<file path="config.mk">
export PLATFORM = sky130hd
export DESIGN_NAME = alias_region_table
export DESIGN_NICKNAME = d
export VERILOG_FILES = /design/src/rtl/core/arp_pkg.sv /design/src/rtl/core/arp_cell.sv /design/src/rtl/core/arp_ctrl.sv /design/src/rtl/core/alias_region_table.sv
export VERILOG_INCLUDE_DIRS = /design/src /design/src/rtl/core
export SDC_FILE = /design/constraint.sdc
export NUM_CORES = 2
export LEC_CHECK = 0
export ABC_AREA = 1
export BUFFER_PORTS_ARGS = -buffer_cell sky130_fd_sc_hd__buf_2
export CORE_ASPECT_RATIO = 0.9
export CORE_MARGIN = 1.5
export CORE_UTILIZATION = 28
export DETAILED_ROUTE_END_ITERATION = 8
export PLACE_DENSITY = 0.4
export SYNTH_ARGS = -nofsm -noshare
export SYNTH_HDL_FRONTEND = slang
export SYNTH_HIERARCHICAL = 1
export SYNTH_SLANG_ARGS = --single-unit
</file>
<file path="constraint.sdc">
create_clock -name clk -period 13.73 [get_ports clk]
set_input_delay 2.746 -clock clk [delete_from_list [all_inputs] [get_ports clk]]
set_output_delay 2.746 -clock clk [all_outputs]
set_load 0.1 [all_outputs]
</file>
<file path="src/rtl/core/assert_macros.svh">
// Assertion macros for the alias region table RTL.
// Depends on nothing; included by modules that carry concurrent checks.
`ifndef ASSERT_MACROS_SVH
`define ASSERT_MACROS_SVH

// Check that a property holds at every rising edge outside reset.
`define ASSERT_CLK(lbl, clk, rst_n, prop, msg) \
	lbl: assert property (@(posedge clk) disable iff (!rst_n) prop) else $error(msg);

// Check that a condition never holds at a rising edge outside reset.
`define ASSERT_NEVER(lbl, clk, rst_n, cond, msg) \
	`ASSERT_CLK(lbl, clk, rst_n, !(cond), msg)

`endif

</file>
<file path="src/rtl/core/arp_pkg.sv">
// Package for the alias region table: sizes, operation and status codes,
// controller states and the structs passed along the slot chain.
// Depends on nothing.
`timescale 1ns / 1ps
`default_nettype none

package arp_pkg;

	localparam int REGIONS = 64;
	localparam int IDX_W = (REGIONS > 1) ? $clog2(REGIONS) : 1;
	localparam logic [8:0] SLOT_LIM = 9'(REGIONS);

	typedef logic [IDX_W-1:0] idx_t;

	typedef enum logic [1:0] {
		OP_CONNECT = 2'd0,
		OP_DELETE  = 2'd1,
		OP_CHECK   = 2'd2,
		OP_CLEAR   = 2'd3
	} op_t;

	typedef enum logic [2:0] {
		ST_OK          = 3'd0,
		ST_CLOSED      = 3'd1,
		ST_ALIAS_ZERO  = 3'd2,
		ST_WRONG_INDEX = 3'd3,
		ST_NOT_INIT    = 3'd4,
		ST_FULL        = 3'd5
	} status_t;

	typedef enum logic [1:0] {
		S_IDLE = 2'd0,
		S_SCAN = 2'd1,
		S_DONE = 2'd2
	} state_t;

	// Search token that walks the slot chain, one cell per cycle
	typedef struct packed {
		logic       active;
		logic [7:0] alias_key;
		logic [7:0] slot;
		logic       hit;
		idx_t       hit_at;
		logic       free;
		idx_t       free_at;
		logic       sel_valid;
	} token_t;

	// Table update broadcast from the controller to every cell
	typedef struct packed {
		logic       set;
		logic       clr;
		logic       clear_all;
		idx_t       idx;
		logic [7:0] alias_key;
	} cmd_t;

endpackage

`default_nettype wire

</file>
<file path="src/rtl/core/arp_cell.sv">
// One slot of the alias region table: valid bit, alias and a token stage.
// Depends on arp_pkg.
`timescale 1ns / 1ps
`default_nettype none

module arp_cell (
	input  wire logic            clk,
	input  wire logic            arst_n,
	input  wire arp_pkg::idx_t   my_idx,
	input  wire arp_pkg::token_t tok_in,
	output arp_pkg::token_t      tok_out,
	input  wire arp_pkg::cmd_t   cmd
);
	import arp_pkg::*;

	logic       valid_q;
	logic [7:0] alias_q;
	token_t     tok_q;
	token_t     tok_nxt;

	// Fold this slot into the passing token
	always_comb begin
		tok_nxt = tok_in;
		if (tok_in.active) begin
			if (!tok_in.hit && valid_q && (alias_q == tok_in.alias_key)) begin
				tok_nxt.hit    = 1'b1;
				tok_nxt.hit_at = my_idx;
			end
			if (!tok_in.free && !valid_q) begin
				tok_nxt.free    = 1'b1;
				tok_nxt.free_at = my_idx;
			end
			if (tok_in.slot == 8'(my_idx)) begin
				tok_nxt.sel_valid = valid_q;
			end
		end
	end

	// Hand the token to the next cell
	always_ff @(posedge clk or negedge arst_n) begin
		if (!arst_n) begin
			tok_q <= '0;
		end else begin
			tok_q <= tok_nxt;
		end
	end

	// Apply table updates
	always_ff @(posedge clk or negedge arst_n) begin
		if (!arst_n) begin
			valid_q <= 1'b0;
			alias_q <= '0;
		end else if (cmd.clear_all) begin
			valid_q <= 1'b0;
			alias_q <= '0;
		end else if (cmd.idx == my_idx) begin
			if (cmd.set) begin
				valid_q <= 1'b1;
				alias_q <= cmd.alias_key;
			end else if (cmd.clr) begin
				valid_q <= 1'b0;
				alias_q <= '0;
			end
		end
	end

	assign tok_out = tok_q;

endmodule

`default_nettype wire

</file>
<file path="src/rtl/core/arp_ctrl.sv">
// Request controller: launches a search token, decides the outcome when it
// returns, broadcasts the table update and holds the result word.
// Depends on arp_pkg and assert_macros.svh.
`timescale 1ns / 1ps
`default_nettype none
`include "assert_macros.svh"

module arp_ctrl (
	input  wire logic             clk,
	input  wire logic             arst_n,
	input  wire logic             in_valid,
	output logic                  in_ready,
	input  wire arp_pkg::op_t     req_op,
	input  wire logic [7:0]       req_alias,
	input  wire logic [7:0]       req_slot,
	output arp_pkg::token_t       tok_first,
	input  wire arp_pkg::token_t  tok_last,
	output arp_pkg::cmd_t         cmd,
	output logic                  out_valid,
	input  wire logic             out_ready,
	output logic [5:0]            region_slot,
	output arp_pkg::status_t      status,
	output logic                  reused
);
	import arp_pkg::*;

	state_t     state_q, state_nxt;
	logic       launch_q;
	op_t        op_q;
	logic [7:0] alias_q;
	logic [7:0] slot_q;
	token_t     res_q;
	logic       load;
	logic       in_range;

	cmd_t       dec_cmd;
	status_t    dec_status;
	logic [5:0] dec_slot;
	logic       dec_reused;

	logic       out_valid_q;
	logic [5:0] out_slot_q;
	status_t    out_status_q;
	logic       out_reused_q;

	assign in_ready = (state_q == S_IDLE);
	assign in_range = ({1'b0, slot_q} < SLOT_LIM);

	// Hold the request and pulse the token launch
	always_ff @(posedge clk or negedge arst_n) begin
		if (!arst_n) begin
			launch_q <= 1'b0;
		end else begin
			launch_q <= in_valid && in_ready;
		end
	end

	always_ff @(posedge clk) begin
		if (in_valid && in_ready) begin
			op_q    <= req_op;
			alias_q <= req_alias;
			slot_q  <= req_slot;
		end
		if (state_q == S_SCAN && tok_last.active) begin
			res_q <= tok_last;
		end
	end

	// Fresh token into the first cell
	always_comb begin
		tok_first           = '0;
		tok_first.active    = launch_q;
		tok_first.alias_key = alias_q;
		tok_first.slot      = slot_q;
	end

	// Decide the outcome from the returned token
	always_comb begin
		dec_cmd           = '0;
		dec_cmd.alias_key = alias_q;
		dec_status        = ST_OK;
		dec_slot          = '0;
		dec_reused        = 1'b0;
		case (op_q)
			OP_CONNECT: begin
				if (alias_q == 8'd0) begin
					dec_status = ST_ALIAS_ZERO;
				end else if (res_q.hit) begin
					dec_slot   = 6'(res_q.hit_at);
					dec_reused = 1'b1;
				end else if (res_q.free) begin
					dec_slot    = 6'(res_q.free_at);
					dec_cmd.set = 1'b1;
					dec_cmd.idx = res_q.free_at;
				end else begin
					dec_status = ST_FULL;
				end
			end
			OP_DELETE: begin
				if (!in_range) begin
					dec_status = ST_WRONG_INDEX;
				end else if (!res_q.sel_valid) begin
					dec_status = ST_NOT_INIT;
				end else begin
					dec_cmd.clr = 1'b1;
					dec_cmd.idx = slot_q[IDX_W-1:0];
				end
			end
			OP_CHECK: begin
				if (!in_range || !res_q.sel_valid) begin
					dec_status = ST_CLOSED;
				end
			end
			OP_CLEAR: begin
				dec_cmd.clear_all = 1'b1;
			end
			default: begin
				dec_status = ST_OK;
			end
		endcase
	end

	// State register
	always_ff @(posedge clk or negedge arst_n) begin
		if (!arst_n) begin
			state_q <= S_IDLE;
		end else begin
			state_q <= state_nxt;
		end
	end

	// Next state, commit and result load
	always_comb begin
		state_nxt = state_q;
		load      = 1'b0;
		cmd       = '0;
		case (state_q)
			S_IDLE: begin
				if (in_valid) begin
					state_nxt = S_SCAN;
				end
			end
			S_SCAN: begin
				if (tok_last.active) begin
					state_nxt = S_DONE;
				end
			end
			S_DONE: begin
				if (!out_valid_q || out_ready) begin
					load      = 1'b1;
					cmd       = dec_cmd;
					state_nxt = S_IDLE;
				end
			end
			default: begin
				state_nxt = S_IDLE;
			end
		endcase
	end

	// Result word register
	always_ff @(posedge clk or negedge arst_n) begin
		if (!arst_n) begin
			out_valid_q <= 1'b0;
		end else if (load) begin
			out_valid_q <= 1'b1;
		end else if (out_ready) begin
			out_valid_q <= 1'b0;
		end
	end

	always_ff @(posedge clk) begin
		if (load) begin
			out_slot_q   <= dec_slot;
			out_status_q <= dec_status;
			out_reused_q <= dec_reused;
		end
	end

	assign out_valid   = out_valid_q;
	assign region_slot = out_slot_q;
	assign status      = out_status_q;
	assign reused      = out_reused_q;

	`ASSERT_CLK(a_tok_in_scan, clk, arst_n, tok_last.active |-> (state_q == S_SCAN), "token returned outside a scan")
	`ASSERT_NEVER(a_cmd_no_load, clk, arst_n, (cmd.set || cmd.clr || cmd.clear_all) && !load, "table update without a result")
	`ASSERT_CLK(a_accept_scan, clk, arst_n, (in_valid && in_ready) |=> (state_q == S_SCAN && launch_q), "accepted word did not launch a scan")
	`ASSERT_NEVER(a_set_hit, clk, arst_n, cmd.set && res_q.hit, "slot claimed although the alias was found")

endmodule

`default_nettype wire

</file>
<file path="src/rtl/core/alias_region_table.sv">
// Top level of the alias region table: controller plus a chain of slot cells.
// Depends on arp_pkg, arp_cell and arp_ctrl.
//
//   channel  dir  tdata                              tuser
//   s_*      in   [7:0] alias_req, [15:8] slot       [1:0] operation
//   m_*      out  [5:0] region_slot, [7:6] zero      [2:0] status, [3] reused
//
// m_tvalid rises once the search token has walked the slot chain, one cell per cycle, the
// controller has latched the returned token in S_SCAN and, in S_DONE, has decided, committed
// and loaded the result word. With m_tready high, s_tready is high again in the same cycle
// as m_tvalid rises. s_tready is high only when the block is idle; a result held by a stalled
// m_tready blocks only the commit of the next word.
// Reset empties the table at once; no clearing pass.
`timescale 1ns / 1ps
`default_nettype none

module alias_region_table (
	input  wire logic        clk,
	input  wire logic        arst_n,
	input  wire logic        s_tvalid,
	output logic             s_tready,
	input  wire logic [15:0] s_tdata,  // [7:0] alias_req, [15:8] slot
	input  wire logic [1:0]  s_tuser,  // [1:0] operation
	output logic             m_tvalid,
	input  wire logic        m_tready,
	output logic [7:0]       m_tdata,  // [5:0] region_slot, [7:6] zero
	output logic [3:0]       m_tuser   // [2:0] status, [3] reused
);
	import arp_pkg::*;

	token_t     tok [REGIONS+1];
	cmd_t       cmd;
	op_t        req_op;
	status_t    status;
	logic [5:0] region_slot;
	logic       reused;

	assign req_op = op_t'(s_tuser);

	arp_ctrl u_ctrl (
		.clk         (clk),
		.arst_n      (arst_n),
		.in_valid    (s_tvalid),
		.in_ready    (s_tready),
		.req_op      (req_op),
		.req_alias   (s_tdata[7:0]),
		.req_slot    (s_tdata[15:8]),
		.tok_first   (tok[0]),
		.tok_last    (tok[REGIONS]),
		.cmd         (cmd),
		.out_valid   (m_tvalid),
		.out_ready   (m_tready),
		.region_slot (region_slot),
		.status      (status),
		.reused      (reused)
	);

	// Chain of slot cells, token moves one cell per cycle
	for (genvar g = 0; g < REGIONS; g++) begin : g_cell
		arp_cell u_cell (
			.clk     (clk),
			.arst_n  (arst_n),
			.my_idx  (IDX_W'(g)),
			.tok_in  (tok[g]),
			.tok_out (tok[g+1]),
			.cmd     (cmd)
		);
	end

	assign m_tdata = {2'b00, region_slot};
	assign m_tuser = {reused, status};

endmodule

`default_nettype wire
</file>
==> impl_metrics.toml <==
[clock_tree]
cts_resized = 0
clkTransAtPathRegs_ns = 0.06
cts_root_buffer = "clkbuf_16"
cts_sinks = 2655
numCtsBuffers = 314
postCtsHoldBufs = 0
max-clock-path-buffers = 4
post-cts-setup-buffers = 0
htreeDepth = 5
cts_tree = "done"
insertion_delay_ns = 0.95

[global_route]
grt-ovfl-total = 0
gr-usage-met2_pct = 22.59
busiest_layer = "met1"
grt_pass1_vias = 84160
grt.met1_usage_pct = 22.81
grt_max_degree = 167
antenna_found_initial = 8
met3_usage_pct = 1.766
grt_usage_pct = 14.99
grt_pass1_wl_um = 503500

[cells_and_area]
final_util_pct = 34.09
area_delta_synth_final_pct = 21.30
most-common-layout-cells = "nand2_1 (5011), dfrtp_1 (2612), nand3_1 (1801), conb_1 (1745), inv_1 (1616)"
final_common_cell = "nand2_1"
layout.nets = 15895
drive_above_1_share_pct = 8.765

[setup_path]
cp_slowest_cell = "buf_4"
cp-startpoint = "m_tready"
cp.required_ns = 14.58
r2r-end = "g_cell[36].u_cell/alias_q[0]"
end_kind = "flop"
critPathTopFamily = "buffers and inverters"
r2r_cells = 16
cp_common_cell = "nand2_1"
worst-path-stages = 16
slowest_delay_ns = 0.70
path_buf_inv = 6
cp-endpoint = "g_cell[36].u_cell/alias_q[0]"
ff2ff_setup_slack_ns = 9.13
r2r-start = "u_ctrl/slot_q[7]"
critPathKind = "input pin to flop"
path_max_fanout = 31
crit_chain = "buf_2 > nor2_1 > nor2_4 > nand2_1 > a21oi_4 > buf_4 > buf_4 > buf_4 > inv_1 > nand2_1 > nand2_1 > inv_1 > nand3_1 > nor2_4 > nand3_1 > nand2_1"
startpoint_type = "input pin"
arrival_ns = 6.75

[sta]
finalCritPeriodShare_pct = 43.00
finalHoldWorstSlack_ns = 0.3613
layout_setup_ws_ns = 7.826
fmax_mhz = 169.4
setup_viol_count_final = 0
worst_slew_pin_slew_ns = 1.032
rsz0062_at_grt = "false"
period_minus_slack_ns = 5.904
drv_slew = 0
fin_tns_setup_ns = 0
slew_headroom_pct = 31.18
finalHoldViolCount = 0
final.setup_skew_ns = 0.05108

[pwr]
powerDensity_mw_per_mm2 = 125.6
p_leak_uw = 0.07294
ir_drop_mv = 0.1204
finalPower_uw = 17860

[die]
coreArea_mm2 = 0.4169
die_w_um = 684.9
initial_core_util_pct = 28.10
boundaryPins = 36
dieHeight_um = 616.7
dieArea_mm2 = 0.4224
num_rows = 225

[status]
run_status = "complete, no violations"

[place]
place.gp.congestion = 0.7449
preCtsSetupSlack_ns = 6.834
io_buffers = 33
dp_hpwl_um = 217800

[detailed_routing]
wl_per_cell_um = 14.49
via_count = 84962
antenna_left = 0
wirelength_um = 314300
vias_per_cell = 3.918
drtIter0Drc = 5463
drc = 0
firstDrtPassIters = 5

[synthesis]
syn_area_mm2 = 0.1172
syn_avg_cell_area_um2 = 8.496
synthCells = 13792
yosysWarnings = 6

[min_path]
hold_path_class = "flop to flop"

[run]
max-cap-violations = 0
-- power by group --
group	internal (µW)	switching [µW]	total, µW
combinational	259	578	836
sequential	8180	155	8330
clock	5220	3470	8690
total	13700	4200	17900
-- cell type report --
type	count	area [µm²]
diodes	3	7.507
clock buffers	454	9306
clock inverters	110	1415
fillers	43351	274800
inverters	2002	7515
multi-input cells	10792	49310
flip-flops and latches	2655	66650
well taps	5561	6958
repair buffers	108	968.4
-- worst min path at each step --
stage,from,end,slack [ns],cells after the start
final,g_cell[33].u_cell/tok_out[21],g_cell[34].u_cell/tok_out[21],0.36,0
after detailed placement,g_cell[0].u_cell/tok_out[22],g_cell[1].u_cell/tok_out[22],0.36,0
after floorplan,g_cell[9].u_cell/tok_out[21],g_cell[10].u_cell/tok_out[21],0.35,0
after global placement,g_cell[32].u_cell/tok_out[22],g_cell[33].u_cell/tok_out[22],0.36,0
after CTS,g_cell[33].u_cell/tok_out[21],g_cell[34].u_cell/tok_out[21],0.36,0
after global routing,g_cell[25].u_cell/tok_out[22],g_cell[26].u_cell/tok_out[22],0.37,0
-- worst register-to-register path: cells and delay by family, from the launching register on --
| family | cells | cell delay (ns) |
|---|---|---|
| buffers and inverters | 5 | 2.16 |
| AO/OA/AOI/OAI | 1 | 0.17 |
| AND/OR/NAND/NOR | 10 | 1.66 |
| flip-flops | 1 | 0.54 |
-- per-layer routing --
| metal | vias up | part of all wire [%] |
|---|---|---|
| met2 | 846 | 42 |
| met3 | 387 | 3.3 |
| met4 | 0 | 2.0 |
| li1 | 44965 | - |
| met1 | 38764 | 52 |
| met5 | - | 0 |
-- sequential cells by signal (all words and copies together), names as in the netlist, 2 cells and up --
signal                 cells
g_cell.u_cell/tok_out   2032
g_cell.u_cell/alias_q    512
g_cell.u_cell/valid_q     64
u_ctrl/res_q              15
u_ctrl/alias_q             8
u_ctrl/slot_q              8
u_ctrl/region_slot         6
u_ctrl/status              3
u_ctrl/op_q                2
u_ctrl/state_q             2
-- through the flow --
stage	cells	area [µm²]
after floorplan	15534	123700
after global placement	21118	131400
after detailed placement	21118	131400
after CTS	21682	142100
after global routing	21683	142100
final	21685	142100
Note: power is estimated with default switching activity, not from simulation.
